==> src/edt_pkg.sv <==
package edt_pkg;
  localparam int DEPTH = 16;
  localparam int IDX_W = $clog2(DEPTH);
  localparam int CNT_W = $clog2(DEPTH + 1);
  localparam int QDEPTH = 2;
  localparam logic [2:0] TOP_PRI_RESET = 3'd3;

  localparam logic [2:0] ST_RELEASED = 3'd0;
  localparam logic [2:0] ST_ONTIME = 3'd1;
  localparam logic [2:0] ST_OVERDUE = 3'd2;
  localparam logic [2:0] ST_NOT_FOUND = 3'd3;
  localparam logic [2:0] ST_FULL = 3'd4;

  localparam logic MODE_RELEASE = 1'b0;
  localparam logic MODE_COMPLETE = 1'b1;

  typedef struct packed {
    logic mode;
    logic [7:0] task_id;
    logic [15:0] relative_deadline;
    logic [15:0] handle;
    logic [31:0] now;
  } item_t;

  typedef struct packed {
    logic [2:0] event_status;
    logic [15:0] assigned_handle;
    logic entry_valid;
    logic [15:0] entry_handle;
    logic [7:0] entry_task_id;
    logic [2:0] entry_priority;
    logic [4:0] live_count;
    logic [15:0] ontime_count;
    logic [15:0] late_count;
    logic last;
  } result_t;

  // Front-classified command handed to the table engine.
  typedef struct packed {
    logic mode;
    logic [7:0] task_id;
    logic [15:0] handle;
    logic [31:0] deadline;
    logic [31:0] now;
  } cmd_t;
endpackage

==> src/edt_if.sv <==
interface edt_item_if;
  import edt_pkg::*;
  logic valid;
  logic ready;
  item_t data;
  modport source (output valid, output data, input ready);
  modport sink (input valid, input data, output ready);
endinterface

interface edt_result_if;
  import edt_pkg::*;
  logic valid;
  logic ready;
  result_t data;
  modport source (output valid, output data, input ready);
  modport sink (input valid, input data, output ready);
endinterface

interface edt_cfg_if;
  logic valid;
  logic ready;
  logic [2:0] data;
  modport source (output valid, output data, input ready);
  modport sink (input valid, input data, output ready);
endinterface

==> src/edt_front.sv <==
module edt_front (
  input  logic clk,
  input  logic rst,
  edt_item_if.sink in,
  output logic q_valid,
  input  logic q_ready,
  output edt_pkg::cmd_t q_cmd
);
  import edt_pkg::*;

  cmd_t fifo [QDEPTH];
  logic [$clog2(QDEPTH)-1:0] wr_ptr, rd_ptr;
  logic [$clog2(QDEPTH):0] fill;
  cmd_t cmd_in;
  logic push, pop;

  always_comb begin
    cmd_in.mode = in.data.mode;
    cmd_in.task_id = in.data.task_id;
    cmd_in.handle = in.data.handle;
    cmd_in.deadline = in.data.now + {16'd0, in.data.relative_deadline};
    cmd_in.now = in.data.now;
  end

  assign in.ready = (fill != QDEPTH[$clog2(QDEPTH):0]);
  assign push = in.valid && in.ready;
  assign q_valid = (fill != '0);
  assign pop = q_valid && q_ready;
  assign q_cmd = fifo[rd_ptr];

  always_ff @(posedge clk) begin
    if (push) fifo[wr_ptr] <= cmd_in;
    if (rst) begin
      wr_ptr <= '0;
      rd_ptr <= '0;
      fill <= '0;
    end else begin
      if (push) wr_ptr <= wr_ptr + 1'b1;
      if (pop) rd_ptr <= rd_ptr + 1'b1;
      fill <= fill + {{$clog2(QDEPTH){1'b0}}, push} - {{$clog2(QDEPTH){1'b0}}, pop};
    end
  end
endmodule

==> src/edt_back.sv <==
module edt_back (
  input  logic clk,
  input  logic rst,
  input  logic q_valid,
  output logic q_ready,
  input  edt_pkg::cmd_t q_cmd,
  input  logic [2:0] top_priority,
  edt_result_if.source out,
  output logic busy
);
  import edt_pkg::*;

  typedef enum logic [1:0] {S_IDLE, S_SCAN, S_EMIT} state_t;

  state_t state;
  logic [15:0] hnd [DEPTH];
  logic [7:0] ids [DEPTH];
  logic [31:0] dls [DEPTH];
  logic [CNT_W-1:0] occupancy;
  logic [15:0] next_handle, ontime_total, overdue_total;
  cmd_t cmd;
  logic [CNT_W-1:0] pos;
  logic [2:0] status;
  logic [15:0] assigned;
  logic [IDX_W-1:0] rank;
  logic [2:0] pri;
  logic [IDX_W-1:0] pidx;
  logic hit, at_end;

  assign pidx = pos[IDX_W-1:0];
  assign at_end = (pos == occupancy);
  assign hit = (cmd.mode == MODE_RELEASE) ? (dls[pidx] > cmd.deadline)
                                          : (hnd[pidx] == cmd.handle);
  assign q_ready = (state == S_IDLE);
  assign busy = (state != S_IDLE);

  always_ff @(posedge clk) begin
    if (rst) begin
      state <= S_IDLE;
      occupancy <= '0;
      next_handle <= '0;
      ontime_total <= '0;
      overdue_total <= '0;
      out.valid <= 1'b0;
    end else begin
      case (state)
        S_IDLE: begin
          if (q_valid) begin
            cmd <= q_cmd;
            pos <= '0;
            assigned <= '0;
            state <= S_SCAN;
          end
        end
        S_SCAN: begin
          // One entry is compared per cycle; the shift is done in parallel at the end.
          if (cmd.mode == MODE_RELEASE && occupancy == DEPTH[CNT_W-1:0]) begin
            status <= ST_FULL;
            state <= S_EMIT;
          end else if (at_end || hit) begin
            if (cmd.mode == MODE_RELEASE) begin
              for (int i = DEPTH - 1; i > 0; i--) begin
                if (i > pos) begin
                  hnd[i] <= hnd[i-1];
                  ids[i] <= ids[i-1];
                  dls[i] <= dls[i-1];
                end
              end
              hnd[pidx] <= next_handle;
              ids[pidx] <= cmd.task_id;
              dls[pidx] <= cmd.deadline;
              assigned <= next_handle;
              next_handle <= next_handle + 16'd1;
              occupancy <= occupancy + 1'b1;
              status <= ST_RELEASED;
            end else if (at_end) begin
              status <= ST_NOT_FOUND;
            end else begin
              for (int i = 0; i < DEPTH - 1; i++) begin
                if (i >= pos) begin
                  hnd[i] <= hnd[i+1];
                  ids[i] <= ids[i+1];
                  dls[i] <= dls[i+1];
                end
              end
              occupancy <= occupancy - 1'b1;
              if (cmd.now > dls[pidx]) begin
                status <= ST_OVERDUE;
                if (overdue_total != 16'hFFFF) overdue_total <= overdue_total + 16'd1;
              end else begin
                status <= ST_ONTIME;
                if (ontime_total != 16'hFFFF) ontime_total <= ontime_total + 16'd1;
              end
            end
            state <= S_EMIT;
          end else begin
            pos <= pos + 1'b1;
          end
          rank <= '0;
          pri <= (top_priority == 3'd0) ? 3'd1 : top_priority;
        end
        S_EMIT: begin
          if (!out.valid || out.ready) begin
            out.valid <= 1'b1;
            out.data.event_status <= status;
            out.data.assigned_handle <= assigned;
            out.data.entry_valid <= (occupancy != '0);
            out.data.entry_handle <= (occupancy != '0) ? hnd[rank] : 16'd0;
            out.data.entry_task_id <= (occupancy != '0) ? ids[rank] : 8'd0;
            out.data.entry_priority <= (occupancy != '0) ? pri : 3'd0;
            out.data.live_count <= 5'(occupancy);
            out.data.ontime_count <= ontime_total;
            out.data.late_count <= overdue_total;
            if (occupancy == '0 || {1'b0, rank} == occupancy - 1'b1) begin
              out.data.last <= 1'b1;
              state <= S_IDLE;
            end else begin
              out.data.last <= 1'b0;
            end
            rank <= rank + 1'b1;
            if (pri > 3'd1) pri <= pri - 3'd1;
          end
        end
        default: state <= S_IDLE;
      endcase
      if (state != S_EMIT && out.valid && out.ready) out.valid <= 1'b0;
    end
  end
endmodule

==> src/edf_deadline_table.sv <==
// Channel   Dir   Payload
// in        sink  mode, task_id, relative_deadline, handle, now
// out       src   one beat per active entry (one beat when empty), last on final
// cfg       sink  top_priority, 3 bits
// An item is taken from the queue, located by walking the entries in order (one
// compare per cycle), and then emits its output beats; a release to a full table skips the walk.
// Reset is synchronous on rst; table contents are not cleared.
// A two-entry queue lets the front accept items while the back engine works;
// output stalls hold the engine in its emit state.
module edf_deadline_table (
  input logic clk,
  input logic rst,
  edt_item_if.sink in,
  edt_result_if.source out,
  edt_cfg_if.sink cfg
);
  import edt_pkg::*;

  logic q_valid, q_ready, busy;
  cmd_t q_cmd;
  logic [2:0] top_priority;

  // The priority register only changes while no item is queued or in the engine.
  assign cfg.ready = !busy && !q_valid;
  always_ff @(posedge clk) begin
    if (rst) top_priority <= TOP_PRI_RESET;
    else if (cfg.valid && cfg.ready) top_priority <= cfg.data;
  end

  edt_front u_front (.clk, .rst, .in, .q_valid, .q_ready, .q_cmd);
  edt_back u_back (.clk, .rst, .q_valid, .q_ready, .q_cmd, .top_priority, .out, .busy);

`ifndef SYNTHESIS
  a_pri_nonzero: assert property (@(posedge clk) disable iff (rst)
    out.valid && out.data.entry_valid |-> out.data.entry_priority != 3'd0) else $error("pri");
  a_empty_last: assert property (@(posedge clk) disable iff (rst)
    out.valid && !out.data.entry_valid |-> out.data.last) else $error("empty");
  a_count_range: assert property (@(posedge clk) disable iff (rst)
    out.valid |-> out.data.live_count <= 5'd16) else $error("count");
`endif
endmodule

==> src/flat_wrapper.sv <==
// flat-port wrapper written by rule: the top's interface ports become plain ports
module edf_deadline_table_flat import edt_pkg::*;
  (clk, rst, in_valid, in_data, in_ready, out_valid, out_data, out_ready, cfg_valid, cfg_data, cfg_ready);
  edt_item_if in_i ();
  edt_result_if out_i ();
  edt_cfg_if cfg_i ();
  input logic clk;
  input logic rst;
  input wire logic [$bits(in_i.valid)-1:0] in_valid;
  input wire logic [$bits(in_i.data)-1:0] in_data;
  output wire logic [$bits(in_i.ready)-1:0] in_ready;
  output wire logic [$bits(out_i.valid)-1:0] out_valid;
  output wire logic [$bits(out_i.data)-1:0] out_data;
  input wire logic [$bits(out_i.ready)-1:0] out_ready;
  input wire logic [$bits(cfg_i.valid)-1:0] cfg_valid;
  input wire logic [$bits(cfg_i.data)-1:0] cfg_data;
  output wire logic [$bits(cfg_i.ready)-1:0] cfg_ready;
  assign in_i.valid = in_valid;
  assign in_i.data = in_data;
  assign in_ready = in_i.ready;
  assign out_valid = out_i.valid;
  assign out_data = out_i.data;
  assign out_i.ready = out_ready;
  assign cfg_i.valid = cfg_valid;
  assign cfg_i.data = cfg_data;
  assign cfg_ready = cfg_i.ready;
  edf_deadline_table u_core (.clk(clk), .rst(rst), .in(in_i), .out(out_i), .cfg(cfg_i));
endmodule
==> config.mk <==
export PLATFORM = sky130hd
export DESIGN_NAME = edf_deadline_table_flat
export DESIGN_NICKNAME = d
export VERILOG_FILES = /design/src/edt_pkg.sv /design/src/edt_if.sv /design/src/edt_front.sv /design/src/edt_back.sv /design/src/edf_deadline_table.sv /design/src/flat_wrapper.sv
export SDC_FILE = /design/constraint.sdc
export NUM_CORES = 2
export LEC_CHECK = 0
export BUFFER_PORTS_ARGS = -buffer_cell sky130_fd_sc_hd__buf_2
export CORE_ASPECT_RATIO = 0.7
export CORE_MARGIN = 3
export CORE_UTILIZATION = 40
export CTS_BUF_LIST = sky130_fd_sc_hd__clkbuf_2 sky130_fd_sc_hd__clkbuf_4 sky130_fd_sc_hd__clkbuf_8
export DETAILED_ROUTE_END_ITERATION = 16
export PLACE_DENSITY = 0.55
export SKIP_CTS_REPAIR_TIMING = 1
export SLEW_MARGIN = 20
export SYNTH_ARGS = -nofsm -noshare
export SYNTH_HDL_FRONTEND = slang
export SYNTH_SLANG_ARGS = --single-unit
==> constraint.sdc <==
create_clock -name clk -period 10.9 [get_ports clk]
set_input_delay 0.545 -clock clk [delete_from_list [all_inputs] [get_ports clk]]
set_output_delay 0.545 -clock clk [all_outputs]
set_load 0.005 [all_outputs]
== After elaboration in Yosys (flattened, before gate mapping) ==
Memories as Yosys holds them, arrays and structs flattened. A register that Yosys moved wholly into a read port is not among the register bits.
Cells that the tools add are included.
Widths: inputs -> output; s select.

* Div/mod/pow operators: 0
* Equality and inequality tests: 20
* $lt $le $gt $ge: 33
* Multiply operators: 0
* Bitwise gates (word level): 47
* Mux-type cells: 315
* Shifts and indexed selects: 0
* $add $sub $neg: 13
* Reduce and logical (&&, ||, !) cells: 41

{| class="wikitable"
|+ Operators with widths
! kind !! count
|-
| $mux 32 || 15
|-
| $mux 16 || 19
|-
| $mux 1 || 238
|-
| $mux 8 || 15
|-
| $gt 32x32->1 || 2
|-
| $add 16x1->16 const B || 3
|-
| $or 1x1->1 || 42
|-
| $gt 4x5->1 const A || 8
|-
| $ge 4x5->1 const A || 7
|-
| $add 32x16->32 || 1
|-
| $ne 16x16->1 const B || 2
|-
| $pmux 16 s2 || 1
|-
| $reduce_or 32->1 || 1
|-
| $mux 5 || 5
|-
| $mux 4 || 6
|-
| $ge 3x5->1 const A || 4
|-
| $gt 3x5->1 const A || 4
|-
| $ne 2x2->1 const B || 10
|-
| $eq 16x16->1 || 1
|-
| $mux 2 || 8
|-
| $reduce_and 4->1 || 4
|-
| $reduce_or 16->1 || 1
|-
| $reduce_and 7->1 || 2
|-
| $mux 3 || 4
|-
| other kinds (38) || 66
|}

* Word-level logic and storage cells: 496
* Memories kept: 4
* Latch bits: 0
* Bits in registers: 155
* ROM bits: 0
* Output and inout bits: 88
* Memory bits (writable): 1074

{| class="wikitable"
|+ Memories
! memory !! words !! bits a word !! read ports !! clocked after memory_dff !! wr ports !! line !! source
|-
| u_core.u_back.dls || 16 || 32 || 17 || 1 || 16 || edt_back.sv:18 || <nowiki>logic [31:0] dls [DEPTH];</nowiki>
|-
| u_core.u_back.hnd || 16 || 16 || 18 || 2 || 16 || edt_back.sv:16 || <nowiki>logic [15:0] hnd [DEPTH];</nowiki>
|-
| u_core.u_front.fifo || 2 || 89 || 1 || 1 || 1 || edt_front.sv:11 || <nowiki>cmd_t fifo [QDEPTH];</nowiki>
|-
| u_core.u_back.ids || 16 || 8 || 17 || 1 || 16 || edt_back.sv:17 || <nowiki>logic [7:0] ids [DEPTH];</nowiki>
|}

== Depth between registers and ports, before layout ==
* Depth after elaboration: 11
* Mapped depth: 23
* Depth with buffers taken out: 14

== By module ==
From an unflattened synthesis, not the netlist that was laid out.

* Cell total of the unflattened synthesis: 5879
* Area, all modules: 73629.4 µm²

{| class="wikitable"
|+ By module, submodules not included
! module !! area an instance (µm²) !! sequential area each (µm²) !! instances !! cells an instance
|-
| edt_back || 65778.1 || 34262.9 || 1 || 5418
|-
| edt_front || 7711.1 || 5445.2 || 1 || 447
|-
| edf_deadline_table || 140.1 || 60.1 || 1 || 14
|}

== Least setup slack after synthesis ==
Ideal clock, no wire load.

* Path type: reg-to-reg
* From: reg with a tool-made name
* To: mem u_core.u_back.dls[2][0], enable pin
* Path slack: -0.723 ns
* Setup time: 0.608 ns
* Required time: 10.292 ns
* Cell stages (with the launch flop): 19
* Arrival time: 11.014 ns
* Period minus slack after synthesis: 11.623 ns
* Path buffers: 6
* Cell sequence: dfxtp_1 > buf_2 > buf_2 > buf_2 > buf_1 > buf_1 > mux4_2 > mux4_2 > ha_1 > and4_1 > nand2_1 > or4_1 > nor2_1 > o31ai_1 > a32oi_1 > nor3b_1 > buf_2 > a21oi_1 > nor4_1

{| class="wikitable"
|+ RTL lines
! item !! line
|-
| to (decl) || edt_back.sv:18
|}

==> metrics.txt <==
result of the run complete, no violations; LEAKAGE 0.0291 uW; most frequent cells in the layout 1,279 x edfxtp_1, 819 x mux2i_1, 780 x nor2_1; routed len/inst 29.3 um; routed via count 51,500; Critical Path Slowest Stage Cell and3_4; first-pass GRT wire length 357,000 um; Placed Cells ~8,000; Met3 Wirelength 28,200 um; cell repeated most along the worst path mux4_2; syn nets 6,038; CP cell instances buf_12 > mux4_2 > mux4_2 > ha_1 > and4_1 > nand2_1 > or4_1 > nor2_1 > o31ai_1 > a32oi_1 > nor3b_2 > and3_4 > a211o_4 > buf_4; Cells after Synth 5,862; Clock Skew 79.1 ps; initial antenna violation count 8; Met1 Wirelength 111,000 um; Yosys reg bits between 1,000 and 1,500; minimum clock period 8910 ps; biggest area consumer among synthesized cells edfxtp_1; TritonCTS Buffers about 210; clock transition at the registers of the reported paths around 60 ps; Area Overhead vs Synth 11.1%; crit-path max FO roughly 70; Slew @ Worst Pin about 1200 ps; routability congestion estimate 0.865; commonest non-fill, non-tap cell in the layout edfxtp_1; synth top area cells edfxtp_1 53%, mux2i_1 11%, mux4_2 9.8%, a21oi_1 4.8%, nor2_1 4.0%; Max-slew headroom 19.4%; unrepaired setup endpoints after global routing false; DP Area 0.0761 mm^2; Clock Path Buffers 3; GRT Overall Usage 26.0%; Core Region 0.180 mm^2; FP Rows 130; Fin. Hold Viols 0; clk sink count 1,346; Yosys cell types about 70; CP startpoint kind flip-flop; drt first pass iters 6; Die X approximately 520 um; vias in the first global route 48,600; met2 WL 104,000 um; die height 364 um; CP required 11,480 ps; Reg2Reg Depth 14; PwrDens 190 mW/mm^2; Seq/Total Area, Yosys 54.4%; WP data arrival between 9000 and 10,000 ps; Crit Path Category flip-flop to flip-flop; Finished Layout Cells 8,489; Worst Hold Depth 4; final hold slack 74.2 ps; pins over their slew limit 0; Starting Density 40.5%; area of the mapped netlist ~0.073 mm^2; DRT antenna net count 0; ys async rst share 0%; Nets 6,108; Yosys warning count 0; post-place setup slack 2000 ps; share of the synthesized area in the top cell type 52.6%; Syn Area/Cell around 12 um^2; GRT Residual Overflow 0; post-DR vias/cell 6.07; Post-synth EDFFs 1,279; Post-Route WL roughly 250,000 um; drt drc 0; setup ws final 1990 ps; CTS tree done; H-tree depth 4; Root Buffer clkbuf_8; Worst-Skew Late Latency 1000 ps; Die ar. 0.188 mm^2; fmax 112 MHz; Max-cap violations 0; ys flop type edfxtp_1; period utilization 81.8%; io pins 169; DP Wirelength 149,000 um; setup TNS after final layout 0 ps; worst min path class input port to flip-flop; CP Capture Type flip-flop; final setup fails 0; Port-buffer cells 168; DR top layer met5; pin count of the biggest net entering global routing 81; Max stage delay on crit path between 1000 and 1500 ps; 1st-iter DRT viols approximately 7,400; share of cells above drive strength 1 between 10% and 20%; Max VDD drop 0.158 mV; Final Cell Area about 0.08 mm^2
## power breakdown
group | leakage [uW] | switching, uW | internal [uW] | total, uW
combinational | 0.0146 | 2460 | 1780 | 4240
sequential | 0.0122 | 530 | 6100 | 6630
clock | 0.00226 | 2200 | 2340 | 4540
total | 0.0291 | 5200 | 10200 | 15400
## state kept, by name, summed over array words and instances, names as in the netlist, 85 cells and up, named ones only
name	cells
u_core.u_back.hnd	256
u_core.u_back.out.data	85
u_core.u_back.cmd	89
u_core.u_back.dls	512
u_core.u_back.ids	128
u_core.u_front.fifo	178
## path summary, 6_finish.rpt
kind,from,slack (ps),endpoint
worst max-delay path,flip-flop,1990,u_core.u_back.dls[11][25]$_DFFE_PP_
worst min register to register,u_core.u_back.assigned[6]$_SDFFCE_PN0P_,420,u_core.u_back.out.data[72]$_DFFE_PP_
worst max register to register,flip-flop,1990,u_core.u_back.dls[11][25]$_DFFE_PP_
worst min-delay path,in_valid,70,u_core.u_front.wr_ptr$_SDFFE_PP0P_
## Yosys cell counts (5+ instances only)
cell type and instances:
a211o_1 5, a21o_1 26, a21oi_1 698, a221oi_1 5, a22o_1 6, a22oi_1 14
a31oi_1 37, and2_1 22, and3_1 32, and4_1 10, buf_1 40, buf_2 49
buf_4 30, buf_6 16, buf_8 6, clkbuf_1 352, dfxtp_1 67, edfxtp_1 1279
ha_1 94, inv_1 99, mux2_2 146, mux2i_1 819, mux4_2 318, nand2_1 309
nand2b_1 21, nand3_1 54, nand4_1 24, nor2_1 783, nor2b_1 54, nor3_1 28
nor4_1 14, o21a_1 5, o21ai_0 102, o21ai_1 115, o21bai_1 5, o22ai_1 6
or3_1 11, xnor2_1 69, xor2_1 34
## kinds of logic (layout without fill, tap and decap cells)
logic type / Yosys count / in the layout / share of synthesized area [%]
buffers and inverters: 592 / 838 / 3.54
AO/OA/AOI/OAI: 1053 / 1053 / 7.72
flip-flops: 1346 / 1346 / 54.4
adder cells (fa/ha/maj): 96 / 96 / 1.65
other: 0 / 5 / 0
AND/OR/NAND/NOR: 1386 / 1386 / 8.12
XOR/XNOR: 103 / 103 / 1.23
multiplexers: 1286 / 1286 / 23.3
## worst max-delay path: cells and delay by family, from the launching register on
family	cells	cell delay, ps
AO/OA/AOI/OAI	3	1570
flip-flops	1	960
buffers and inverters	2	940
AND/OR/NAND/NOR	6	3380
adder cells (fa/ha/maj)	1	350
multiplexers	2	1070
## per-stage QoR
stage / power, uW / utilization (%)
CTS: 15400 / 44.6
floorplan: 9300 / -
detailed placement: 10900 / 42.2
global route: 16000 / 45.0
global placement: 10900 / 42.2
finish: 15400 / 45.0
## area by class of cell
type,instances,area [um^2]
Clock inverter,108,797
Sequential cell,1346,39800
Fill cell,16300,99200
Tap cell,2376,2970
Timing Repair Buffer,347,2560
Inverter,99,373
Clock buffer,284,3520
Antenna cell,5,12.5
Multi-Input combinational cell,3924,31200
## per-layer routing
| metal | GRT usage, % | up-vias |
|---|---|---|
| li1 | - | 22200 |
| met1 | 40.2 | 25900 |
| met2 | 36.5 | 3052 |
| met3 | 6.36 | 381 |
| met4 | 6.21 | 2 |
| met5 | 0 | - |
(Power assumes the default switching activity.)
